$ cat src/hw/rtl/mlbt_pkg.sv
// shared types, codes and sizes for the led blink table
package mlbt_pkg;

    // default table depth
    localparam int DEF_MAX_LEDS = 16;

    // request codes
    localparam logic [1:0] REQ_TICK   = 2'd0;
    localparam logic [1:0] REQ_ADD    = 2'd1;
    localparam logic [1:0] REQ_REMOVE = 2'd2;
    localparam logic [1:0] REQ_SET    = 2'd3;

    // led modes
    localparam logic [1:0] MODE_OFF   = 2'd0;
    localparam logic [1:0] MODE_ON    = 2'd1;
    localparam logic [1:0] MODE_BLINK = 2'd2;

    // result kinds
    localparam logic KIND_WRITE = 1'b0;
    localparam logic KIND_FULL  = 1'b1;

    // one stored table entry
    typedef struct packed {
        logic [7:0]  pin;
        logic [15:0] half_period;
        logic [1:0]  mode;
        logic [15:0] counter;
        logic        level;
    } entry_t;

    // verdict of the entry unit on one entry
    typedef struct packed {
        logic match;
        logic emit;
        logic level;
        logic wr;
    } eval_res_t;

endpackage

$ cat src/hw/rtl/mlbt_entry_ram.sv
// entry store: one write port, one read port with registered read data
module mlbt_entry_ram #(
    parameter int DEPTH = 16,
    parameter int AW    = 4
) (
    input  logic                  clk,
    input  logic                  we,
    input  logic [AW-1:0]         waddr,
    input  mlbt_pkg::entry_t      wdata,
    input  logic [AW-1:0]         raddr,
    output mlbt_pkg::entry_t      rdata
);
    import mlbt_pkg::*;

    entry_t mem_reg [DEPTH];
    entry_t rdata_reg;

    // write port
    always_ff @(posedge clk)
    begin
        if (we)
        begin
            mem_reg[waddr] <= wdata;
        end
    end

    // registered read port
    always_ff @(posedge clk)
    begin
        rdata_reg <= mem_reg[raddr];
    end

    assign rdata = rdata_reg;

endmodule

$ cat src/hw/rtl/mlbt_entry_eval.sv
// per-entry unit: pin compare, blink counter step and mode update
module mlbt_entry_eval (
    input  mlbt_pkg::entry_t     ent,
    input  logic [1:0]           req,
    input  logic [7:0]           pin,
    input  logic [1:0]           mode,
    output mlbt_pkg::eval_res_t  res,
    output mlbt_pkg::entry_t     upd
);
    import mlbt_pkg::*;

    logic hit_period;

    assign hit_period = (ent.counter == ent.half_period);

    always_comb
    begin
        res       = '0;
        upd       = ent;
        res.match = (ent.pin == pin);
        case (req)
            REQ_TICK:
            begin
                // fixed entries report their level, blink entries step the counter
                if (ent.mode == MODE_OFF)
                begin
                    res.emit  = 1'b1;
                    res.level = 1'b0;
                end
                else if (ent.mode == MODE_ON)
                begin
                    res.emit  = 1'b1;
                    res.level = 1'b1;
                end
                else if (ent.mode == MODE_BLINK)
                begin
                    res.wr = 1'b1;
                    if (hit_period)
                    begin
                        res.emit    = 1'b1;
                        res.level   = ~ent.level;
                        upd.level   = ~ent.level;
                        upd.counter = 16'd1;
                    end
                    else
                    begin
                        upd.counter = ent.counter + 16'd1;
                    end
                end
            end
            REQ_SET:
            begin
                upd.mode = mode;
                res.wr   = res.match;
            end
            default:
            begin
                res.wr = 1'b0;
            end
        endcase
    end

endmodule

$ cat src/hw/rtl/multi_led_blink_table_unit.sv
// led blink table: add, remove, set mode and tick over a table of entries
// add: one result in the cycle after start, busy stays low.
// tick: walks the n live entries, then flushes; one entry per cycle through the
//   entry unit and the single-port-read entry store, results trail by one entry.
// remove / set mode: busy while walking entries, no results. strobe cannot be stalled.
// reset clears the sequencer and the entry count; entry contents are not cleared.
module multi_led_blink_table_unit #(
    parameter int MAX_LEDS = mlbt_pkg::DEF_MAX_LEDS
) (
    input  logic        clk,
    input  logic        rst_n,
    input  logic        start,
    output logic        busy,
    input  logic [1:0]  req_type,
    input  logic [7:0]  pin,
    input  logic [15:0] half_period,
    input  logic [1:0]  mode,
    output logic        strobe,
    output logic        kind,
    output logic [7:0]  out_pin,
    output logic        level,
    output logic        last
);
    import mlbt_pkg::*;

    localparam int AW = (MAX_LEDS > 1) ? $clog2(MAX_LEDS) : 1;
    localparam int CW = $clog2(MAX_LEDS + 1);

    localparam logic [1:0] ST_IDLE  = 2'd0;
    localparam logic [1:0] ST_EVAL  = 2'd1;
    localparam logic [1:0] ST_SHIFT = 2'd2;
    localparam logic [1:0] ST_FLUSH = 2'd3;

    logic [1:0]    state_reg, state_next;
    logic [AW-1:0] idx_reg, idx_next;
    logic [CW-1:0] count_reg, count_next;
    logic [1:0]    req_reg, req_next;
    logic [7:0]    pin_reg, pin_next;
    logic [1:0]    mode_reg, mode_next;
    logic          pend_valid_reg, pend_valid_next;
    logic [7:0]    pend_pin_reg, pend_pin_next;
    logic          pend_level_reg, pend_level_next;
    logic          strobe_reg, strobe_next;
    logic          kind_reg, kind_next;
    logic [7:0]    out_pin_reg, out_pin_next;
    logic          level_reg, level_next;
    logic          last_reg, last_next;

    logic          accept;
    logic          full;
    logic          at_end;
    logic [AW-1:0] last_idx;
    logic          we;
    logic [AW-1:0] waddr;
    entry_t        wdata;
    logic [AW-1:0] raddr;
    entry_t        rdata;
    eval_res_t     res;
    entry_t        upd;
    entry_t        new_ent;

    // entry store
    mlbt_entry_ram #(
        .DEPTH (MAX_LEDS),
        .AW    (AW)
    ) u_ram (
        .clk   (clk),
        .we    (we),
        .waddr (waddr),
        .wdata (wdata),
        .raddr (raddr),
        .rdata (rdata)
    );

    // shared entry unit
    mlbt_entry_eval u_eval (
        .ent  (rdata),
        .req  (req_reg),
        .pin  (pin_reg),
        .mode (mode_reg),
        .res  (res),
        .upd  (upd)
    );

    assign accept   = start && (state_reg == ST_IDLE);
    assign busy     = (state_reg != ST_IDLE);
    assign full     = (count_reg == CW'(MAX_LEDS));
    assign last_idx = AW'(count_reg - CW'(1));
    assign at_end   = (idx_reg == last_idx);

    // fresh entry for an add
    always_comb
    begin
        new_ent             = '0;
        new_ent.pin         = pin;
        new_ent.half_period = half_period;
        new_ent.mode        = mode;
        new_ent.counter     = 16'd0;
        new_ent.level       = (mode == MODE_ON);
    end

    // read address runs one entry ahead of the entry under evaluation
    assign raddr = (state_reg == ST_IDLE) ? '0 : (idx_reg + AW'(1));

    // sequencer
    always_comb
    begin
        state_next      = state_reg;
        idx_next        = idx_reg;
        count_next      = count_reg;
        req_next        = req_reg;
        pin_next        = pin_reg;
        mode_next       = mode_reg;
        pend_valid_next = pend_valid_reg;
        pend_pin_next   = pend_pin_reg;
        pend_level_next = pend_level_reg;
        strobe_next     = 1'b0;
        kind_next       = kind_reg;
        out_pin_next    = out_pin_reg;
        level_next      = level_reg;
        last_next       = last_reg;
        we              = 1'b0;
        waddr           = idx_reg;
        wdata           = upd;

        unique case (state_reg)
            ST_IDLE:
            begin
                if (accept)
                begin
                    req_next        = req_type;
                    pin_next        = pin;
                    mode_next       = mode;
                    idx_next        = '0;
                    pend_valid_next = 1'b0;
                    if (req_type == REQ_ADD)
                    begin
                        strobe_next  = 1'b1;
                        out_pin_next = pin;
                        last_next    = 1'b1;
                        if (full)
                        begin
                            kind_next  = KIND_FULL;
                            level_next = 1'b0;
                        end
                        else
                        begin
                            kind_next  = KIND_WRITE;
                            level_next = new_ent.level;
                            we         = 1'b1;
                            waddr      = AW'(count_reg);
                            wdata      = new_ent;
                            count_next = count_reg + CW'(1);
                        end
                    end
                    else if (count_reg != '0)
                    begin
                        state_next = ST_EVAL;
                    end
                end
            end
            ST_EVAL:
            begin
                idx_next = idx_reg + AW'(1);
                if (req_reg == REQ_TICK)
                begin
                    // hold one result back so the final one can carry last
                    we = res.wr;
                    if (res.emit)
                    begin
                        if (pend_valid_reg)
                        begin
                            strobe_next  = 1'b1;
                            kind_next    = KIND_WRITE;
                            out_pin_next = pend_pin_reg;
                            level_next   = pend_level_reg;
                            last_next    = 1'b0;
                        end
                        pend_valid_next = 1'b1;
                        pend_pin_next   = rdata.pin;
                        pend_level_next = res.level;
                    end
                    if (at_end)
                    begin
                        state_next = ST_FLUSH;
                    end
                end
                else if (req_reg == REQ_SET)
                begin
                    we = res.wr;
                    if (res.match || at_end)
                    begin
                        state_next = ST_IDLE;
                    end
                end
                else
                begin
                    // remove: search for the first matching pin
                    if (res.match)
                    begin
                        if (at_end)
                        begin
                            count_next = count_reg - CW'(1);
                            state_next = ST_IDLE;
                        end
                        else
                        begin
                            state_next = ST_SHIFT;
                        end
                    end
                    else if (at_end)
                    begin
                        state_next = ST_IDLE;
                    end
                end
            end
            ST_SHIFT:
            begin
                // move each later entry down by one
                we       = 1'b1;
                waddr    = idx_reg - AW'(1);
                wdata    = rdata;
                idx_next = idx_reg + AW'(1);
                if (at_end)
                begin
                    count_next = count_reg - CW'(1);
                    state_next = ST_IDLE;
                end
            end
            ST_FLUSH:
            begin
                if (pend_valid_reg)
                begin
                    strobe_next  = 1'b1;
                    kind_next    = KIND_WRITE;
                    out_pin_next = pend_pin_reg;
                    level_next   = pend_level_reg;
                    last_next    = 1'b1;
                end
                pend_valid_next = 1'b0;
                state_next      = ST_IDLE;
            end
            default:
            begin
                state_next = ST_IDLE;
            end
        endcase
    end

    // control registers
    always_ff @(posedge clk or negedge rst_n)
    begin
        if (!rst_n)
        begin
            state_reg      <= ST_IDLE;
            count_reg      <= '0;
            pend_valid_reg <= 1'b0;
            strobe_reg     <= 1'b0;
        end
        else
        begin
            state_reg      <= state_next;
            count_reg      <= count_next;
            pend_valid_reg <= pend_valid_next;
            strobe_reg     <= strobe_next;
        end
    end

    // payload registers
    always_ff @(posedge clk)
    begin
        idx_reg        <= idx_next;
        req_reg        <= req_next;
        pin_reg        <= pin_next;
        mode_reg       <= mode_next;
        pend_pin_reg   <= pend_pin_next;
        pend_level_reg <= pend_level_next;
        kind_reg       <= kind_next;
        out_pin_reg    <= out_pin_next;
        level_reg      <= level_next;
        last_reg       <= last_next;
    end

    assign strobe  = strobe_reg;
    assign kind    = kind_reg;
    assign out_pin = out_pin_reg;
    assign level   = level_reg;
    assign last    = last_reg;

    // checks
    a_count_bound: assert property (@(posedge clk) disable iff (!rst_n)
        count_reg <= CW'(MAX_LEDS))
        else $error("entry count above table depth");

    a_full_is_last: assert property (@(posedge clk) disable iff (!rst_n)
        strobe_reg && (kind_reg == KIND_FULL) |-> last_reg)
        else $error("table-full result not marked last");

    a_pend_busy: assert property (@(posedge clk) disable iff (!rst_n)
        pend_valid_reg |-> (state_reg == ST_EVAL || state_reg == ST_FLUSH))
        else $error("held result outside a tick walk");

    a_add_answers: assert property (@(posedge clk) disable iff (!rst_n)
        accept && (req_type == REQ_ADD) |=> strobe_reg && last_reg)
        else $error("add gave no result");

endmodule
$ cat config.mk
export PLATFORM = sky130hd
export DESIGN_NAME = multi_led_blink_table_unit
export DESIGN_NICKNAME = d
export VERILOG_FILES = /design/src/hw/rtl/mlbt_pkg.sv /design/src/hw/rtl/mlbt_entry_ram.sv /design/src/hw/rtl/mlbt_entry_eval.sv /design/src/hw/rtl/multi_led_blink_table_unit.sv
export SDC_FILE = /design/constraint.sdc
export NUM_CORES = 1
export LEC_CHECK = 0
export BUFFER_PORTS_ARGS = -buffer_cell sky130_fd_sc_hd__buf_4
export CAP_MARGIN = 10
export CORE_ASPECT_RATIO = 1.25
export CORE_MARGIN = 8
export CORE_UTILIZATION = 61
export CTS_BUF_LIST = sky130_fd_sc_hd__clkbuf_2
export CTS_CLUSTER_DIAMETER = 60
export DETAILED_ROUTE_END_ITERATION = 10
export GPL_TIMING_DRIVEN = 1
export PLACE_DENSITY = 0.77
export SYNTH_ARGS = -nofsm -noshare
export SYNTH_HDL_FRONTEND = slang
export SYNTH_SLANG_ARGS = --single-unit
$ cat constraint.sdc
create_clock -name clk -period 9.5 [get_ports clk]
set_clock_uncertainty 0.1 [all_clocks]
set_input_delay 0.475 -clock clk [delete_from_list [all_inputs] [get_ports clk]]
set_output_delay 0.475 -clock clk [all_outputs]
set_load 0.02 [all_outputs]
==> key figures <==
Status
  • Run status: completed

Setup path
  • Longest individual stage delay on the worst path: 0.87 ns
  • Beginning of the critical path: idx_reg[0]
  • FF-to-FF setup slack: 4.67 ns
  • Logic depth of the worst setup path including buffers: 8
  • Worst path top cell family by delay: buffers and inverters
  • Capturing point of the worst reg2reg path: u_ram.rdata[1]
  • Category of the most critical setup path: flop to flop
  • R2r worst-path depth: 8
  • Standard cell with the maximum stage delay on the critical path: sky130_fd_sc_hd__buf_4
  • Critical path, cell by cell: buf_4 -> buf_12 -> or2_4 -> buf_4 -> mux2i_1 -> a2111oi_0 -> a211oi_1 -> a31oi_1
  • Cell repeated most along the worst path: sky130_fd_sc_hd__buf_4
  • Data required time at the worst endpoint: 10.65 ns
  • Source of the worst register-to-register timing path: idx_reg[0]
  • Critical path peak fanout: 174
  • CP Launch Type: flop
  • WP buf/inv: 3
  • Setup crit end kind: flop
  • Data arrival time at the worst-slack endpoint: 5.97 ns

Timing
  • Unrepaired setup endpoints after global routing: false
  • Final critical delay including setup and external delays: 4.83 ns
  • Actual slew at the worst max-slew pin: 1.27 ns
  • Highest achievable clock rate: 207 MHz
  • Final worst path period share: 50.8%
  • Worst hold slack: 0.155 ns
  • Post-Route Setup TNS: 0 ns
  • Max-slew headroom at the worst pin: 15.1%
  • Slew Viols, Final: 0
  • Final Hold Violating Endpoints: 0
  • Final setup vio count: 0

Finish
  • Utilization after layout: 67.8%
  • Flip-flop count of the largest register, all copies and words added: 688
  • Share of final-layout standard cells stronger than drive strength 1: 20.8%
  • Area Growth Syn to Fin: 10.0%
  • Final-layout fill cell count: 3481
  • Number of nets in the final layout: 2372
  • Area used by multi-input combinational logic: 8310 um2
  • Register area: 22800 um2

Global routing
  • Total global routing overflow: 0
  • Number of global-route vias before repair: 20244
  • Total GRT Usage: 24.9%
  • Global-route wire length before repair: 113000 um
  • Number of antenna violations at the first check in global routing: 2
  • Maximum number of pins on one net before global-route repair: 175

Worst hold path
  • Min-delay worst type: input port to flop
  • Worst hold path depth: 4
  • Critical hold path startpoint: start
  • Worst-case hold path end point: idx_reg[2]

Run
  • Count of maximum capacitance violations: 0

Power and ir drop
  • Leakage Power: 11.8 nW
  • Sequential group share of total power: 43.1%
  • Reported net switching power: 4.47 mW
  • Internal power contribution: 6.82 mW
  • Share of power burned in combinational logic: 38.2%
  • Switching power share of the total: 39.6%
  • Worst supply voltage drop on vdd: 227 uV
  • Clk pwr share: 18.8%
  • Power per standard cell area: 323 nW/um2

Floorplanning
  • Vertical die dimension: 271 um
  • Core Box Area: 51400 um2
  • Number of rows created at floorplan: 93
  • Die Outline Area: 59600 um2
  • Horiz. Die Dim: 220 um
  • Starting density of the core: 61.6%
  • Total I/O pin count: 44

Synthesis
  • Top FF cell, synth: sky130_fd_sc_hd__edfxtp_1
  • Number of different library cells in the post-synthesis netlist: 72
  • Top cells by area in the synthesized netlist: sky130_fd_sc_hd__edfxtp_1 69%, sky130_fd_sc_hd__nand2_1 3.4%, sky130_fd_sc_hd__mux2_2 3.3%, sky130_fd_sc_hd__a211oi_1 3.0%, sky130_fd_sc_hd__dfxtp_1 2.7%
  • Share of cell area taken by muxes after synthesis: 4.91%
  • Compound-Gate Fraction of Synth Area: 10.7%
  • Area fraction of the dominant cell type after synthesis: 68.6%
  • Number of instances in the synthesized netlist: 2171
  • Post-synthesis net count: 2213
  • Post-synthesis instance area: 31700 um2
  • Main combinational cell family by area after synthesis: compound AO/OA/AOI/OAI gates
  • Syn. warnings: 0
  • Basic-gate share of the synthesized area counting and, or, nand and nor cells: 8.54%
  • Adder-Cell Fraction of Synth Area: 0.434%
  • Count leader, synth: sky130_fd_sc_hd__edfxtp_1
  • Number of enable-type register cells in the synthesized netlist: 724
  • Sequential area share after synthesis: 72.0%
  • Commonest cells post-synth: 724 x sky130_fd_sc_hd__edfxtp_1, 288 x sky130_fd_sc_hd__nand2_1, 126 x sky130_fd_sc_hd__a211oi_1
  • Avg Inst Size Synth: 14.6 um2
  • Share of the synthesized netlist area taken by xor and xnor gates: 1.07%
  • Post-synthesis cell type with the largest combined area: sky130_fd_sc_hd__edfxtp_1
  • Fraction of registers with async set or reset after synthesis: 1.16%
  • Flip-flop and latch count after synthesis: 776

Route
  • Iteration-0 DRC count of the detailed router: 2039
  • DRT Pass-1 Iters: 10
  • Remaining number of nets flagged by the antenna check after routing: 0
  • DR WL/cell: 23.8 um
  • Drt drc: 0
  • Average vias per placed instance: 6.41
  • WL final: 74900 um
  • Routed vias: 20159

Place
  • Count of input and output buffers: 43
  • GPL Wtd Cong: 0.841
  • DP Wirelength: 37600 um

Clock tree
  • TritonCTS Sinks: 776
  • PostCTS Resize Cnt: 0
  • Total CTS buffers: 177
  • Source-to-sink clock delay at the later pin of the worst-skew pair: 1.35 ns
  • Root Buffer Master: sky130_fd_sc_hd__clkbuf_2
  • CTS tree: yes
  • Buffer depth of the longest clock path: 3
  • Number of H-tree levels: 4
  • Clock transition at path regs: 0.10 ns
per-layer routing:
layer	track usage (%)	vias to the layer above	wire length, um
met5	0	-	0
met4	10.8	0	2420
met3	6.77	200	6810
li1	-	8945	-
met1	30.8	9919	28400
met2	40.9	1095	37200
placed cells by master (no fill, tap or decap), types with 28 or more instances in the layout:
cell / Yosys / routed
sky130_fd_sc_hd__buf_4: 6 / 94
sky130_fd_sc_hd__clkbuf_2: 0 / 266
sky130_fd_sc_hd__a2111oi_0: 43 / 43
sky130_fd_sc_hd__nand2_1: 288 / 288
sky130_fd_sc_hd__edfxtp_1: 724 / 724
sky130_fd_sc_hd__a31oi_1: 93 / 93
sky130_fd_sc_hd__mux2_2: 93 / 93
sky130_fd_sc_hd__nor2b_1: 88 / 88
sky130_fd_sc_hd__o211ai_1: 92 / 92
sky130_fd_sc_hd__a211oi_1: 126 / 126
sky130_fd_sc_hd__nand3_1: 95 / 95
sky130_fd_sc_hd__mux2i_1: 44 / 44
sky130_fd_sc_hd__xor2_1: 29 / 28
sky130_fd_sc_hd__dlygate4sd3_1: 0 / 46
sky130_fd_sc_hd__clkinv_1: 0 / 39
sky130_fd_sc_hd__dfxtp_1: 43 / 43
power by group through the flow:
stage                     registers, mW  logic, mW  clock network [mW]
after CTS                          4.85       4.26                2.16
after detailed placement           4.93       4.24                   0
after global routing               4.88       4.66                2.34
after global placement             4.92       4.07                   0
final                              4.86       4.31                2.12
after floorplan                    4.84       3.05                   0
area by class of cell:
class	instances	share of cell area, %
clock inverters	60	0.958
clock buffers	266	3.82
multi-input cells	1219	23.8
repair buffers	141	3.40
inverters	15	0.161
flip-flops and latches	776	65.4
diodes	2	0.0143
well taps	665	2.39
worst max-delay path by stage:
stage	end	slack, ns
5_1_grt	u_ram.rdata[19]	4.46
4_1_cts	u_ram.rdata[4]	4.78
3_5_place_dp	u_ram.rdata[29]	4.80
2_1_floorplan	u_ram.mem_reg[13][0]	2.68
3_3_place_gp	u_ram.rdata[3]	5.01
6_report	u_ram.rdata[1]	4.67
tightest hold or removal path, stage by stage:
cell	delay (ns)
sky130_fd_sc_hd__dlygate4sd3_1	0.54
sky130_fd_sc_hd__buf_4	0.16
sky130_fd_sc_hd__inv_1	0.07
sky130_fd_sc_hd__a21oi_1	0.16
per-stage QoR:
| step | cell area (um2) | setup slack [ns] | power, mW | cells |
|---|---|---|---|---|
| floorplan | 31700 | 2.68 | 7.89 | 2171 |
| global placement | 32800 | 5.01 | 8.98 | 2770 |
| detailed placement | 32800 | 4.80 | 9.16 | 2770 |
| CTS | 34900 | 4.78 | 11.3 | 3142 |
| global route | 34900 | 4.46 | 11.9 | 3144 |
| finish | 34900 | 4.67 | 11.3 | 3144 |
kinds of logic after synthesis:
family / count (synthesis)
xor gates and xnor gates: 37
DFF: 776
buffers and inverters: 176
muxes: 140
and+or+nand+nor: 570
AOI/OAI and AO/OA: 461
adders and majority gates: 11
what timing repair did:
item                                   CTS  global route
setup buffers                            0             0
hold buffers                            46             0
endpoints found under the hold margin  498             0
No activity file was read; power rests on OpenSTA's default activity.
